[config.mk]
export PLATFORM = sky130hd
export DESIGN_NAME = atiu_fifo
export DESIGN_NICKNAME = d
export VERILOG_FILES = /design/src/design/atiu_pkg.sv /design/src/design/atiu_fifo.sv
export SDC_FILE = /design/constraint.sdc
export NUM_CORES = 1
export LEC_CHECK = 0
export BUFFER_PORTS_ARGS = -buffer_cell sky130_fd_sc_hd__buf_2
export CAP_MARGIN = 15
export CORE_AREA = 5 5 777 779
export DETAILED_ROUTE_END_ITERATION = 8
export DIE_AREA = 0 0 782 784
export GPL_ROUTABILITY_DRIVEN = 0
export GPL_TIMING_DRIVEN = 0
export HOLD_SLACK_MARGIN = 0.15
export PLACE_DENSITY = 0.33
export SYNTH_ARGS = -nofsm -noshare
export SYNTH_HDL_FRONTEND = slang
export SYNTH_SLANG_ARGS = --single-unit
[constraint.sdc]
create_clock -name clk -period 47.1 [get_ports clk]
set_clock_uncertainty 0.1 [all_clocks]
set_input_delay 2.355 -clock clk [delete_from_list [all_inputs] [get_ports clk]]
set_output_delay 2.355 -clock clk [all_outputs]
set_load 0.03 [all_outputs]
[src/design/atiu_pkg.sv]
// Shared constants, types and the front-end step table of the affine inverse unit.
package atiu_pkg;

	localparam int DW    = 32;             // entry width
	localparam int FB    = 16;             // fraction bits
	localparam int NIN   = 12;             // entries in one input word
	localparam int OPW   = DW + 1;         // multiplier operand width
	localparam int PW    = 2 * OPW;        // product width
	localparam int ADW   = 2 * DW + 1;     // adjugate entry width
	localparam int ACW   = 3 * DW + 4;     // determinant / translation numerator width
	localparam int QB    = DW + 1;         // quotient bits produced by the divider
	localparam int QBX   = (DW + 1 > 2 * FB + 1) ? DW + 1 : 2 * FB + 1;
	localparam int NW    = ACW + QBX + 2;  // divider remainder width
	localparam int CNW   = $clog2(QB);
	localparam int NSTEP = 42;             // multiply steps per transform
	localparam int STW   = $clog2(NSTEP);
	localparam int ST_ADJ_END = 18;
	localparam int ST_DET_END = 24;
	localparam int IN_TW  = ((NIN * DW + 7) / 8) * 8;
	localparam int OUT_TW = ((3 * DW + 7) / 8) * 8;
	localparam int USR_W  = 3;

	localparam logic [3:0] DEST_DET = 4'd9;
	localparam logic [3:0] DEST_TN0 = 4'd10;
	localparam logic [1:0] COL_T    = 2'd3;

	// adj[j] = m[A]*m[B] - m[C]*m[D], indices are column*3 + row
	localparam logic [3:0] ADJ_A [9] = '{4'd4, 4'd6, 4'd3, 4'd7, 4'd0, 4'd6, 4'd1, 4'd3, 4'd0};
	localparam logic [3:0] ADJ_B [9] = '{4'd8, 4'd5, 4'd7, 4'd2, 4'd8, 4'd1, 4'd5, 4'd2, 4'd4};
	localparam logic [3:0] ADJ_C [9] = '{4'd7, 4'd3, 4'd6, 4'd1, 4'd6, 4'd0, 4'd4, 4'd0, 4'd3};
	localparam logic [3:0] ADJ_D [9] = '{4'd5, 4'd8, 4'd4, 4'd8, 4'd2, 4'd7, 4'd2, 4'd5, 4'd1};
	localparam logic [3:0] DIV3  [9] = '{4'd0, 4'd0, 4'd0, 4'd1, 4'd1, 4'd1, 4'd2, 4'd2, 4'd2};
	localparam logic [3:0] MOD3  [9] = '{4'd0, 4'd1, 4'd2, 4'd0, 4'd1, 4'd2, 4'd0, 4'd1, 4'd2};

	typedef enum logic [1:0] {
		B_IN = 2'd0,
		B_LO = 2'd1,
		B_HI = 2'd2
	} bsel_t;

	typedef struct packed {
		logic [3:0] a_idx;
		bsel_t      b_kind;
		logic [3:0] b_idx;
		logic       first;
		logic       neg;
		logic       last;
		logic       shift;
		logic [3:0] dest;
	} step_t;

	typedef struct packed {
		logic [8:0][ADW-1:0] adj;
		logic [2:0][ACW-1:0] tn;
		logic [ACW-1:0]      det;
	} entry_t;

	typedef struct packed {
		logic idle;
		logic done;
	} div_stat_t;

	typedef struct packed {
		logic          sing;
		logic [1:0]    col;
		logic [DW-1:0] z;
		logic [DW-1:0] y;
		logic [DW-1:0] x;
	} res_t;

	function automatic step_t step_decode(input logic [STW-1:0] s);
		step_t d;
		logic [STW-1:0] u;
		logic [3:0] j;
		d = '0;
		if (s < STW'(ST_ADJ_END)) begin
			j        = 4'(s >> 1);
			d.b_kind = B_IN;
			d.a_idx  = s[0] ? ADJ_C[j] : ADJ_A[j];
			d.b_idx  = s[0] ? ADJ_D[j] : ADJ_B[j];
			d.first  = ~s[0];
			d.neg    = s[0];
			d.last   = s[0];
			d.dest   = j;
		end else if (s < STW'(ST_DET_END)) begin
			u        = s - STW'(ST_ADJ_END);
			j        = 4'(u >> 1);
			d.a_idx  = j * 4'd3;
			d.b_idx  = j * 4'd3;
			d.b_kind = u[0] ? B_HI : B_LO;
			d.shift  = u[0];
			d.first  = (u == '0);
			d.last   = (u == STW'(5));
			d.dest   = DEST_DET;
		end else begin
			u        = s - STW'(ST_DET_END);
			j        = 4'(u >> 1);
			d.a_idx  = 4'd9 + MOD3[j];
			d.b_idx  = j;
			d.b_kind = u[0] ? B_HI : B_LO;
			d.shift  = u[0];
			d.first  = (MOD3[j] == 4'd0) && !u[0];
			d.last   = (MOD3[j] == 4'd2) && u[0];
			d.neg    = 1'b1;
			d.dest   = DEST_TN0 + DIV3[j];
		end
		return d;
	endfunction

endpackage

[src/design/atiu_fifo.sv]
// Two-entry queue between the front end and the division back end.
module atiu_fifo (
	input  logic             clk,
	input  logic             arst_n,
	input  logic             push_valid,
	output logic             push_ready,
	input  atiu_pkg::entry_t push_entry,
	output logic             pop_valid,
	input  logic             pop,
	output atiu_pkg::entry_t pop_entry
);
	import atiu_pkg::*;

	entry_t mem_q [2];
	logic wr_q, rd_q;
	logic [1:0] cnt_q;
	logic do_push;

	assign push_ready = (cnt_q != 2'd2);
	assign pop_valid  = (cnt_q != 2'd0);
	assign pop_entry  = mem_q[rd_q];
	assign do_push    = push_valid && push_ready;

	always_ff @(posedge clk or negedge arst_n) begin
		if (!arst_n) begin
			wr_q  <= 1'b0;
			rd_q  <= 1'b0;
			cnt_q <= '0;
		end else begin
			if (do_push) begin
				wr_q <= ~wr_q;
			end
			if (pop) begin
				rd_q <= ~rd_q;
			end
			cnt_q <= cnt_q + 2'(do_push) - 2'(pop);
		end
	end

	always_ff @(posedge clk) begin
		if (do_push) begin
			mem_q[wr_q] <= push_entry;
		end
	end

endmodule

# [After elaboration in Yosys (flattened, before gate mapping)]
# Memories as Yosys holds them, arrays and structs flattened.
# Index checks and enable logic that the tools add are counted.
# W data, S select, Z words.
[op_classes] n_mux=2 n_eq_ne=1 n_addsub=2 n_reduce_logical=2 n_bitwise=2
[op_table] op="$add A2 B1 Y2" n=1
[op_table] op="$mux W1" n=2
[op_table] op="$ne A2 B2 Y1 const B" n=1
[op_table] op="$not A1 Y1" n=2
[op_table] op="$reduce_bool A2 Y1" n=1
[op_table] op="$sub A2 B1 Y2" n=1
[op_table] op="$logic_and A1 B1 Y1" n=1
[word_totals] ramBits=1970 wordCells=13 memories=1 ff_bits=4
[memory_table] name="mem_q" depth=2 width=985 read_ports=1 rd_clocked_by_memory_dff=0 wr=1 line_no="atiu_fifo.sv:14" rtl="entry_t mem_q [2];"

# [Logic depth before layout (Yosys ltp)]
# Gate-level depths: netlist of run 1.
[logic_depth] word_depth=4 depth_mapped=5 depth_no_buf=5

# [Worst setup path before layout of run 1]
# Ideal clock, no wire load.
[synth_path] path_kind="input -> register" from="input port push_valid" to="memory mem_q[0][0] (netlist bit) (enable)" path_stages=2 setup_ns=2.369 setup_slack_ns=1.469 arrival_time_ns=43.162 path_cell_list="nand2_1 -> nor2_1"
[synth_between] elab_chain_len=3
[synth_rtl] element="start: declaration" line_no="atiu_fifo.sv:5" rtl="input logic push_valid,"
[synth_rtl] element="$logic_and A1 B1 Y1" line_no="atiu_fifo.sv:22" rtl="assign do_push = push_valid && push_ready;"
[synth_rtl] element="$mux W1" line_no="atiu_fifo.sv:41" rtl="if (do_push) begin"
[synth_rtl] element="$mux W1 (implied by the code)" line_no="atiu_fifo.sv:42" rtl="mem_q[wr_q] <= push_entry;"
[synth_rtl] element="end: declaration" line_no="atiu_fifo.sv:14"
# No other way between the ends.

==> summary by stage, run 1 <==
Cells and area
The net count of the finished layout is approximately 6400. The share of cells above drive strength 1 is 62.58%. The fill cell instance count of the final layout is 64716. Compared with the post-synthesis result, the final layout area differs by 40.85%.

Synth
The leading cell type by number of instances after synthesis is sky130_fd_sc_hd__edfxtp_1. The fraction of post-synthesis cell area in the top cell type by area is 80.59%. In the synthesized netlist, the cells that appear most often are 1970 x sky130_fd_sc_hd__edfxtp_1, 540 x sky130_fd_sc_hd__mux2_4, 445 x sky130_fd_sc_hd__mux2_2, 61 x sky130_fd_sc_hd__buf_6, 49 x sky130_fd_sc_hd__buf_2. The predominant post-synthesis flop cell is sky130_fd_sc_hd__edfxtp_1.

Yosys printed 0 warnings. The count of flip-flops with a built-in enable after synthesis is 1970. The share of the yosys chip area belonging to registers is between 80% and 90%. Counting distinct cell types in the post-synthesis netlist gives 17. The number of nets in the synthesized netlist is 4072.

The synthesized design contains 1974 register bits. The cell type with the highest aggregate area in the netlist is sky130_fd_sc_hd__edfxtp_1. The cell area that synthesis handed to floorplanning was 73400 um^2. The average instance in the mapped netlist occupies about 24 um^2. Counting every instance in the synthesized netlist gives around 3000. By area the synthesized netlist is led by sky130_fd_sc_hd__edfxtp_1 81%, sky130_fd_sc_hd__mux2_4 11%, sky130_fd_sc_hd__mux2_2 6.8%, sky130_fd_sc_hd__buf_6 0.94%, sky130_fd_sc_hd__buf_2 0.33%. The fraction of registers with async set or reset after synthesis is less than 1%.

Die
From left edge to right edge, the die measures 782 um. The starting density of the core is around an eighth. During I/O placement, the number of pins put on the boundary was 1976. The die covers between 600000 and 700000 um^2. In this run the vertical extent of the chip is between 700 and 800 um.

The region available for standard cell placement spans 596300 um^2. The cell row count is roughly 280.

Worst setup path
The critical path launch point type is a flip-flop. The number of cells traversed by the worst register-to-register path is 11. At the worst endpoint, the required time is 44.65 ns. The internal reg-to-reg setup slack is 43.40 ns. The classification of the worst setup path is reg -> out. Of all nets on the critical path, the largest fanout is 10.

The worst register-to-register path begins at cnt_q[0]. The worst setup path is captured at an output pin. The arrival time at the worst endpoint is approximately 4.3 ns.

The worst flop-to-flop path endpoint is mem_q[0][313].

STA
The share of the clock period used by the worst path is 14.24%. The final count of hold timing violations is 0. The number of slew-limit violations in the final report came to 0.

Measured against its own limit, the worst slew margin works out to 41.33%. The upper clock frequency limit is 0.1491 GHz. Setup repair after global routing left no endpoint under its margin. The time the worst path needs with I/O delays and setup is 6.709 ns. Summed over all failing endpoints, the final setup total negative slack is 0 ns. For the pin with the worst max-slew slack, the measured transition is 0.8801 ns. Setup violations remaining at the end of the flow were counted as 0.

Route
The number of optimization iterations in the first detailed-route pass is 5. The iteration-0 DRC count of the detailed router is between 3000 and 4000. The detailed-route vias per instance is 3.166. After detailed routing, the average wire length per cell comes to 31.23 um.

The residual DRC count is 0. Once detail routing completed, the nets flagged for antenna violations numbered 0. The routed design has 424.9 mm of wire. The detailed-route via count is 43083.

Clock tree
The later pin in the worst-skew pair is clocked with a latency of slightly below 0.9 ns. CTS built an H-tree with a depth of 5. The TritonCTS buffer count is 266. The maximum count of clock buffers along a single path is 4. CTS placed an instance of sky130_fd_sc_hd__clkbuf_16 at the clock tree root. The sink count of the clock tree is a little under 2000.

Clock-pin slew was measured on the worst setup and hold paths at 0.05 ns. The TritonCTS clock tree is yes. After clock tree synthesis, the flow added hold-fix buffers numbering 0.

Gates resized during post-CTS repair numbered 0. The post-CTS setup repair buffer count is 0.

GRT
The layer flagged by global routing as most heavily used is met2. Global routing consumed, on the met3 layer, 5.385% of the routing resources. The met2 usage is 22.25%. The met1 usage is between 15 and 20%. Entering global routing, the biggest net connects 61 pins. The initial antenna violation count was ~460.

Global routing consumed, over all layers together, 13.21% of the routing resources. The number of global-route vias before repair is around 43000. The first global-routing pass estimated 519.7 mm of wire.

The overall overflow remaining after global route is 0.

Power
The peak supply drop is 0.03691 mV. The power density over cell area is 73.49 nW/um^2. The total power is between 7 and 8 mW.

The leakage power total is around 38 nW.

Placement
During placement, the flow inserted port buffers numbering around 2000. The post-DP HPWL is 361.6 mm.

Worst hold path
The tightest min-delay check is of the reg -> reg type. The worst hold path begins at cnt_q[0]. Along the worst hold path, the cell count comes to 1. The endpoint with the worst hold slack is cnt_q[0].

Run status
The run finished with clean final reports.

Job
Across the run, the number of max-cap violations was 0.
## critical path, cell delays in order, from the launching register on
cell and delay (ns):
sky130_fd_sc_hd__dfrtp_1 0.33, sky130_fd_sc_hd__buf_2 0.63, sky130_fd_sc_hd__buf_2 0.80, sky130_fd_sc_hd__buf_2 0.60, sky130_fd_sc_hd__mux2_2 0.25, sky130_fd_sc_hd__buf_2 0.56
## stage by stage
stage / worst slack, ns / area (um^2) / utilization (%) / hold slack [ns] / std cells
floorplan: 1.469 / 73400 / - / 0.3608 / 3082
global placement: -32.25 / 93130 / 15.62 / 0.3795 / 12922
detailed placement: 41.07 / 94570 / 15.86 / 0.4395 / 12984
CTS: 39.94 / 103000 / 17.28 / 0.4589 / 13455
global route: 39.97 / 103200 / 17.30 / 0.4614 / 13518
finish: 40.39 / 103400 / 17.34 / 0.4499 / 13606
## final cells by class
type	count	area (um^2)	share of cell area (%)
sequential	1974	59260	57.31
multi-input combinational	998	13230	12.79
timing repair buffer	2037	11310	10.94
tap	7865	9841	9.518
clock buffer	317	6890	6.664
clock inverter	154	1554	1.503
buffer	110	932.1	0.9016
antenna	151	377.9	0.3655
## cells by family (layout without fill, tap and decap cells)
logic type	Yosys count	in the layout	share of synthesized area, %
compound gates	2	2	0.02045
flops	1974	1974	80.73
simple gates	6	6	0.04603
buf+inv	110	2618	1.270
fa+ha+maj	1	1	0.01704
xor+xnor	4	4	0.04774
other cells	0	151	0
mux	985	985	17.87
## registers in the layout, summed over array words and instances, names as in the netlist
name and flops:
wr_q 1, mem_q 1970, cnt_q 2, rd_q 1
## report_power, final
group          switching (mW)  internal [mW]
sequential             0.0772           2.39
combinational            2.19          0.955
clock                   0.836           1.15
## cell usage in the layout, fill, tap and decap left out, types with 35 or more instances in the layout
cell / count
sky130_fd_sc_hd__buf_12: 37
sky130_fd_sc_hd__diode_2: 151
sky130_fd_sc_hd__clkbuf_16: 268
sky130_fd_sc_hd__mux2_2: 445
sky130_fd_sc_hd__buf_2: 2024
sky130_fd_sc_hd__mux2_4: 540
sky130_fd_sc_hd__clkinv_2: 35
sky130_fd_sc_hd__clkinv_1: 60
sky130_fd_sc_hd__clkbuf_1: 49
sky130_fd_sc_hd__edfxtp_1: 1970
sky130_fd_sc_hd__buf_6: 61
## layer usage
layer | share of wire, % | vias up
met5 | 0.20 | -
met4 | 5.0 | 128
met3 | 9.7 | 1060
met2 | 47 | 2584
met1 | 38 | 22042
li1 | - | 17269
## how the worst max path moves through the flow
stage | startpoint | end | cells past startpoint
2_1_floorplan | push_valid | mem_q[0][0] | 2
3_5_place_dp | rd_q | pop_entry[171] | 5
3_3_place_gp | push_valid | mem_q[0][255] | 3
4_1_cts | rd_q | pop_entry[171] | 5
6_report | rd_q | pop_entry[168] | 5
5_1_grt | rd_q | pop_entry[169] | 5
Power figures use the tool's default switching activity.
==> inputs of run 2 (changes only) <==
Settings changed: ABC_AREA from default to 1.
Clock period 47.1 ns to 5.7 ns, I/O delays scaled along.
==> summary by stage, run 2 <==
Cells and area
Commonest cells after routing, fill and taps aside: 2024 x sky130_fd_sc_hd__buf_2, 1970 x sky130_fd_sc_hd__edfxtp_1, 1824 x sky130_fd_sc_hd__dlygate4sd3_1 (was 2024 x sky130_fd_sc_hd__buf_2, 1970 x sky130_fd_sc_hd__edfxtp_1, 540 x sky130_fd_sc_hd__mux2_4). The share of cells above drive strength 1 is 47.26% (was 62.58%). The net count reported at finish is 8230 (was 6377). The register name with the most flops is mem_q (unchanged). The number of flip-flops under the largest register name is 1970 (unchanged). The final standard cell area without fillers came to 121800 um^2 (was 103400 um^2). The share of the core filled with cells in the final layout is 20.42% (was 17.34%).

The fill cell instance count of the final layout is 63914 (was 64716). Regs by FF count: mem_q: 1970 flops, cnt_q: 2 flops (unchanged). The area added between synthesis and finish was 65.88% (was 40.85%). The leading cell type in the layout, fill and taps excluded is sky130_fd_sc_hd__buf_2 (unchanged).

GRT
The initial antenna violation count is 432 (was 455). The overall overflow remaining after global route is 0 (unchanged). The first-pass GRT wire length is 536.3 mm (was 519.7 mm).

The busiest layer in global routing is met2 (unchanged). The met2 usage came to 24.04% (was 22.25%). The number of global-route vias before repair was 51685 (was 43018).

The met1 usage came to 14.75% (was 15.01%). The met3 usage is 4.534% (was 5.385%). The total routing usage reported by global routing came to 13.30% (was 13.21%). The largest net degree at the start of global routing is 34 (was 61).

STA
The worst path in the final design needs a cycle of 4.323 ns, including I/O delays and setup. Dividing the final minimum period by the clock period gives 75.84%. The upper clock frequency limit is 0.2313 GHz. RSZ-0062 raised after global routing: false (unchanged).

The number of slew-limit violations in the final report came to 0 (unchanged). The final-layout setup total negative slack was 0 ns (unchanged). The final count of hold timing violations is 0 (unchanged). The total setup violations reported at the end of the flow is 0 (unchanged). The slew at the pin closest to its max-slew limit is 0.7434 ns (was 0.8801 ns). The final worst slack was 1.377 ns (was 40.39 ns). The worst slew margin relative to its limit is 50.32% (was 41.33%).

Route
The residual DRC count was 0 (unchanged). The detailed-route vias per instance came to 3.181 (was 3.166). The average routed wire per standard cell is 27.68 um (was 31.23 um). The number of optimization iterations in the first detailed-route pass came to 5 (unchanged). The residual antenna-violating net count after detailed routing is 0 (unchanged). The final wirelength came to 426.8 mm (was 424.9 mm). The iteration-0 DRC count of the detailed router is 2950 (was 3410). The detailed-route via count is 49049 (was 43083).

Synth
Largest cells by area after synthesis: sky130_fd_sc_hd__edfxtp_1 81%, sky130_fd_sc_hd__mux2_4 11%, sky130_fd_sc_hd__mux2_2 6.8%, sky130_fd_sc_hd__buf_6 0.94%, sky130_fd_sc_hd__buf_2 0.33% (unchanged). The share of the yosys chip area belonging to registers is 80.72% (was 80.73%). The fraction of post-synthesis cell area in the top cell type by area came to 80.58% (was 80.59%). The predominant post-synthesis flop cell is sky130_fd_sc_hd__edfxtp_1 (unchanged). The cell count after synthesis is 3092 (was 3082).

The number of distinct standard cells referenced by the synthesized netlist is 14 (was 17). Top post-synthesis cells by count: 1970 x sky130_fd_sc_hd__edfxtp_1, 540 x sky130_fd_sc_hd__mux2_4, 445 x sky130_fd_sc_hd__mux2_2, 61 x sky130_fd_sc_hd__buf_6, 49 x sky130_fd_sc_hd__buf_2 (unchanged). The fraction of registers with async set or reset after synthesis is 0.2026% (unchanged). The count of flip-flops with a built-in enable after synthesis is 1970 (unchanged).

The total of warnings raised by yosys is 0 (unchanged). The area of the mapped netlist is 73410 um^2 (was 73400 um^2). The cell type with the highest aggregate area in the netlist is sky130_fd_sc_hd__edfxtp_1 (unchanged). The net count after synthesis is 4082 (was 4072). The post-synthesis area per instance is 23.74 um^2 (was 23.82 um^2). The leading cell type by number of instances after synthesis was sky130_fd_sc_hd__edfxtp_1 (unchanged). The number of synthesized register bits is 1974 (unchanged).

Die
The number of top-level design ports is 1976 (unchanged). The chip width was 782 um (unchanged). The area inside the core boundary came to 596300 um^2 (unchanged). The y dimension of the die is 784 um (unchanged). The starting density of the core came to 12.31% (about the same). The cell row count is 284 (unchanged). The die area is 613100 um^2 (unchanged).

Clock tree
The sink count of the clock tree was 1974 (unchanged). The post-cts gate resize count is 0 (unchanged). The TritonCTS clock tree is yes (unchanged). The clock latency on the worst-skew pair is 0.90 ns (was 0.89 ns). The TritonCTS buffer count was 262 (was 266). The H-tree depth was 5 (unchanged). The maximum count of clock buffers along a single path is 4 (unchanged). The register clock-pin slew on the reported worst setup and hold paths was 0.05 ns (about the same). The post-CTS setup repair buffer count was 0 (unchanged). The CTS root buffer is sky130_fd_sc_hd__clkbuf_16 (unchanged).

Worst setup path
The number of cells traversed by the worst register-to-register path is 15 (was 11). The classification of the worst setup path is in -> reg (was reg -> out). Critical path cell sequence: dlygate4sd3_1 > buf_2 > dlygate4sd3_1 > nand2_4 > nor2_4 > buf_12 > buf_12 > buf_12 > buf_12 > buf_16 > buf_12 > buf_12 > buf_16 > buf_12 > buf_16 > buf_12 (was buf_2 > buf_2 > buf_2 > mux2_2 > buf_2). The standard cell with the maximum stage delay on the critical path is sky130_fd_sc_hd__dlygate4sd3_1 (was sky130_fd_sc_hd__buf_2).

The endpoint kind of the worst setup timing path is a flip-flop (was output pin). The biggest cell delay along the critical path is 0.63 ns (was 0.80 ns). The required time of the critical path is 6.17 ns (was 44.65 ns). The most common cell type on the critical path is sky130_fd_sc_hd__buf_12 (was sky130_fd_sc_hd__buf_2). The depth of the critical timing path with buffers and inverters included is 16 (was 5).

The sum of buffers and inverters on the critical path came to 14 (was 4). The category of cells accounting for the largest share of critical-path delay is buffers and inverters (unchanged). The critical path launch point type is an input port (was flip-flop). The maximum fanout along the worst path came to 27 (was 10). The arrival time at the worst endpoint came to 4.79 ns (was 4.25 ns).

Placement
The setup slack at placement came to 1.438 ns (was 41.07 ns). The number of buffer cells added on primary ports came to 1975 (unchanged). The cell area after placement is 94980 um^2 (was 94570 um^2). The post-DP HPWL is 360.6 mm (was 361.6 mm).

Power
The leakage power total is 45.34 nW (was 37.62 nW). The power density over cell area is 518.9 nW/um^2 (was 73.49 nW/um^2). The peak supply drop is 0.3622 mV (was 0.03691 mV).

Worst hold path
The path type of the worst min-delay path is in -> reg (was reg -> reg). The number of cells on the worst hold path is 2 (was 1).

Job
The number of max-capacitance violations reported is 0 (unchanged).

Run status
Outcome: complete, no violations (unchanged).
-- run 2: kinds of logic (layout without fill, tap and decap cells) --
| group | Yosys count | after routing | synth area share (%) |
|---|---|---|---|
| simple gates | 15 | 15 | 0.08351 |
| xor+xnor | 1 | 1 | 0.01193 |
| flops | 1974 | 1974 | 80.72 |
| mux | 985 | 985 | 17.87 |
| fa+ha+maj | 1 | 1 | 0.01704 |
| buf+inv | 115 | 4458 | 1.295 |
| other cells | 0 | 120 | 0 |
| compound gates | 1 | 1 | 0.006811 |
-- run 2: worst paths after layout --
kind | slack (ns) | end | start
setup / recovery | 1.38 | mem_q[0][763] | push_valid
hold / removal | 0.23 | mem_q[1][806] | push_entry[806]
setup reg to reg | 1.49 | mem_q[0][763] | cnt_q[0]
hold reg to reg | 0.43 | cnt_q[0] | cnt_q[0]
max in group asynchronous | 4.56 | rd_q | arst_n
min in group asynchronous | 0.74 | wr_q | arst_n
-- run 2: layer usage --
| layer | vias up | routed length, um |
|---|---|---|
| li1 | 20965 | - |
| met1 | 24827 | 159600 |
| met2 | 2321 | 216600 |
| met3 | 844 | 35320 |
| met4 | 92 | 14710 |
| met5 | - | 609 |
-- run 2: area by class of cell --
cell class	instances	area (um^2)	area share (%)
multi-input cells	1003	13240	10.87
well taps	7865	9841	8.081
flip-flops and latches	1974	59260	48.66
clock inverters	140	1450	1.191
repair buffers	3884	29960	24.60
clock buffers	319	6792	5.577
inverters	5	18.77	0.01541
diodes	120	300.3	0.2466
plain buffers	110	932.1	0.7654
-- run 2: stage by stage --
stage	hold WS [ns]	power, mW	instances
5_1_grt	0.1496	65.91	15358
3_3_place_gp	0.0005608	39.75	12932
6_report	0.2251	63.20	15420
2_1_floorplan	-0.1106	34.83	3092
3_5_place_dp	0.005831	46.87	13017
4_1_cts	0.1503	64.84	15300
-- run 2: timing repair --
action	4_1_cts	5_1_grt
hold buffers	1824	0
setup endpoints to repair	0	0
endpoints found under the hold margin	2240	0
-- run 2: report_power, final --
group | switching (mW) | internal, mW
logic | 17.9 | 8.84
clock network | 6.74 | 9.38
registers | 0.633 | 19.7
==> inputs of run 3 (changes only) <==
Settings changed: ABC_AREA 1 to 0.
Clock period 5.7 ns to 3.79 ns, I/O delays scaled along.
==> summary by stage, run 3 (synthesis results as in run 1) <==
Cells and area
The number of flip-flops under the largest register name is 1970 (unchanged). The leading cell type in the layout, fill and taps excluded is sky130_fd_sc_hd__buf_2 (unchanged). The final standard cell area without fillers is 122600 um^2 (was 121800 um^2). The area added between synthesis and finish is 66.96% (was 65.88%). The number of standard cells in the layout, taps in and fillers out is 15476 (was 15420).

The share of cells above drive strength 1 is 46.29% (was 47.26%). The register name with the most flops is mem_q (unchanged). Commonest cells after routing, fill and taps aside: 2014 x sky130_fd_sc_hd__buf_2, 1970 x sky130_fd_sc_hd__edfxtp_1, 1954 x sky130_fd_sc_hd__dlygate4sd3_1 (was 2024 x sky130_fd_sc_hd__buf_2, 1970 x sky130_fd_sc_hd__edfxtp_1, 1824 x sky130_fd_sc_hd__dlygate4sd3_1). The net count reported at finish is 8321 (was 8230).

Regs by FF count: mem_q: 1970 flops, cnt_q: 2 flops (unchanged).

STA
Based on the critical path, the design can be clocked at up to 0.2786 GHz. The final count of hold timing violations came to 0 (unchanged). The number of slew-limit violations in the final report was 0 (unchanged). The worst slew margin relative to its limit came to 61.45% (was 50.32%). The worst hold slack after final layout is 0.2335 ns (was 0.2251 ns). After layout, the minimum clock period comes to 3.590 ns. The total setup violations reported at the end of the flow came to 0 (unchanged). The slew at the pin closest to its max-slew limit is 0.5764 ns (was 0.7434 ns). RSZ-0062 raised after global routing: false (unchanged). The share of the clock period used by the worst path is 94.72%. The final worst slack is 0.2000 ns (was 1.377 ns).

Placement
The cell area after placement is 94650 um^2 (was 94980 um^2). The number of buffer cells added on primary ports came to 1975 (unchanged). The post-DP HPWL came to 342.8 mm (was 360.6 mm). The setup slack at placement was -0.7326 ns (was 1.438 ns). The number of cells in the design after placement came to 12986 (was 13017).

Worst setup path
The maximum fanout along the worst path is 43 (was 27). The arrival time at the worst endpoint is 4.06 ns (was 4.79 ns). The number of cells traversed by the worst register-to-register path is 10 (was 15). The worst flop-to-flop path endpoint is mem_q[1][268] (was mem_q[0][763]). The classification of the worst setup path is reg -> reg (was in -> reg). The critical path launch point type is a flip-flop (was input port). The internal reg-to-reg setup slack came to 0.20 ns (was 1.49 ns). The endpoint kind of the worst setup timing path is a flip-flop (unchanged). The origin of the critical flop-to-flop path was cnt_q[0] (unchanged). The required time of the critical path is 4.26 ns (was 6.17 ns).

The launch point of the worst path is cnt_q[0] (was push_valid).

Die
The cell row count is 284 (unchanged). The number of top-level design ports is 1976 (unchanged). The y dimension of the die is 784 um (unchanged). The die area was 613100 um^2 (unchanged). The area inside the core boundary came to 596300 um^2 (unchanged). The chip width is 782 um (unchanged).

The starting density of the core is 12.31% (about the same).

Power
The power density over cell area came to 774.1 nW/um^2 (was 518.9 nW/um^2). The peak supply drop is 0.4542 mV (was 0.3622 mV). The leakage power total is 45.69 nW (was 45.34 nW). The total power is 94.87 mW (was 63.20 mW).

GRT
The number of global-route vias before repair is 52021 (was 51685). The largest net degree at the start of global routing is 57 (was 34). The first-pass GRT wire length is 528.0 mm (was 536.3 mm). The total routing usage reported by global routing is 12.90% (was 13.30%).

The overall overflow remaining after global route is 0 (unchanged). The initial antenna violation count is 280 (was 432).

Clock tree
The clock latency on the worst-skew pair is 0.92 ns (was 0.90 ns). The TritonCTS buffer count is 244 (was 262). The sink count of the clock tree came to 1974 (unchanged). The register clock-pin slew on the reported worst setup and hold paths is 0.06 ns (was 0.05 ns). The maximum count of clock buffers along a single path is 4 (unchanged). The H-tree depth is 4 (was 5). The CTS root buffer was sky130_fd_sc_hd__clkbuf_16 (unchanged). The TritonCTS clock tree is yes (unchanged).

Route
The iteration-0 DRC count of the detailed router came to 3238 (was 2950). The final wirelength is 415.6 mm (was 426.8 mm). The detailed-route vias per instance was 3.207 (was 3.181). The residual DRC count is 0 (unchanged). The number of optimization iterations in the first detailed-route pass is 5 (unchanged). The average routed wire per standard cell is 26.85 um (was 27.68 um). The detailed-route via count was 49634 (was 49049).

The residual antenna-violating net count after detailed routing is 0 (unchanged).

Worst hold path
The path type of the worst min-delay path is in -> reg (unchanged). The startpoint of the most critical hold path is push_entry[975] (was push_entry[806]). The number of cells on the worst hold path is 2 (unchanged).

The endpoint with the worst hold slack was mem_q[0][975] (was mem_q[1][806]).

Run status
Outcome: complete, no violations (unchanged).

Job
The number of max-capacitance violations reported was 0 (unchanged).
==> run 3: what timing repair did <==
action	CTS	global route
gates resized for setup	19	4
cloned	11	2
pin swaps	1	0
hold endpoints to repair	2357	0
hold buffers	1954	0
buffers inserted	2	0
setup endpoints to repair	1358	140
==> run 3: layout make-up <==
| type | instances | area, um^2 |
|---|---|---|
| multi-input combinational | 998 | 13240 |
| buffer | 110 | 974.7 |
| sequential | 1974 | 59260 |
| timing repair buffer | 4003 | 31310 |
| clock buffer | 295 | 6297 |
| tap | 7865 | 9841 |
| antenna | 84 | 210.2 |
| fill | 63953 | 473700 |
| clock inverter | 147 | 1425 |
==> run 3: per-layer routing <==
metal	global-route usage [%]	vias to the layer above	share of wire [%]
met5	0	-	0.062
met4	3.937	40	3.8
met3	3.583	722	7.2
met2	22.41	2144	49
met1	15.43	25665	40
li1	-	21063	-
==> run 3: worst max path at each step <==
stage                           to  slack, ns  cells past startpoint
floorplan              mem_q[0][0]     -11.90                      3
global placement     mem_q[0][265]     -23.74                      1
detailed placement   mem_q[0][265]      -0.73                     16
CTS                  mem_q[0][329]      0.007                     14
global route        pop_entry[401]       0.04                      5
finish               mem_q[1][268]       0.20                     10
==> run 3: critical path, cell delays in order, from the launching register on <==
cell and delay, ns:
sky130_fd_sc_hd__dfrtp_1 0.38, sky130_fd_sc_hd__nand2b_4 0.17, sky130_fd_sc_hd__and3_4 0.22, sky130_fd_sc_hd__buf_16 0.20, sky130_fd_sc_hd__buf_16 0.23, sky130_fd_sc_hd__buf_16 0.27, sky130_fd_sc_hd__buf_16 0.24, sky130_fd_sc_hd__buf_16 0.25
sky130_fd_sc_hd__buf_16 0.29, sky130_fd_sc_hd__buf_16 0.23, sky130_fd_sc_hd__buf_16 0.25
==> run 3: metrics by stage <==
stage / TNS [ns] / utilization, %
after global placement: - / 15.62
final: 0 / 20.55
after floorplan: - / -
after detailed placement: -113.89 / 15.87
after CTS: 0 / 20.52
after global routing: 0 / 20.53
==> run 3: power by group <==
part	leakage (nW)	internal, mW	switching [mW]
Sequential	18.4	29.7	0.979
Clock	3.76	13.2	9.66
Combinational	23.6	13.6	27.7
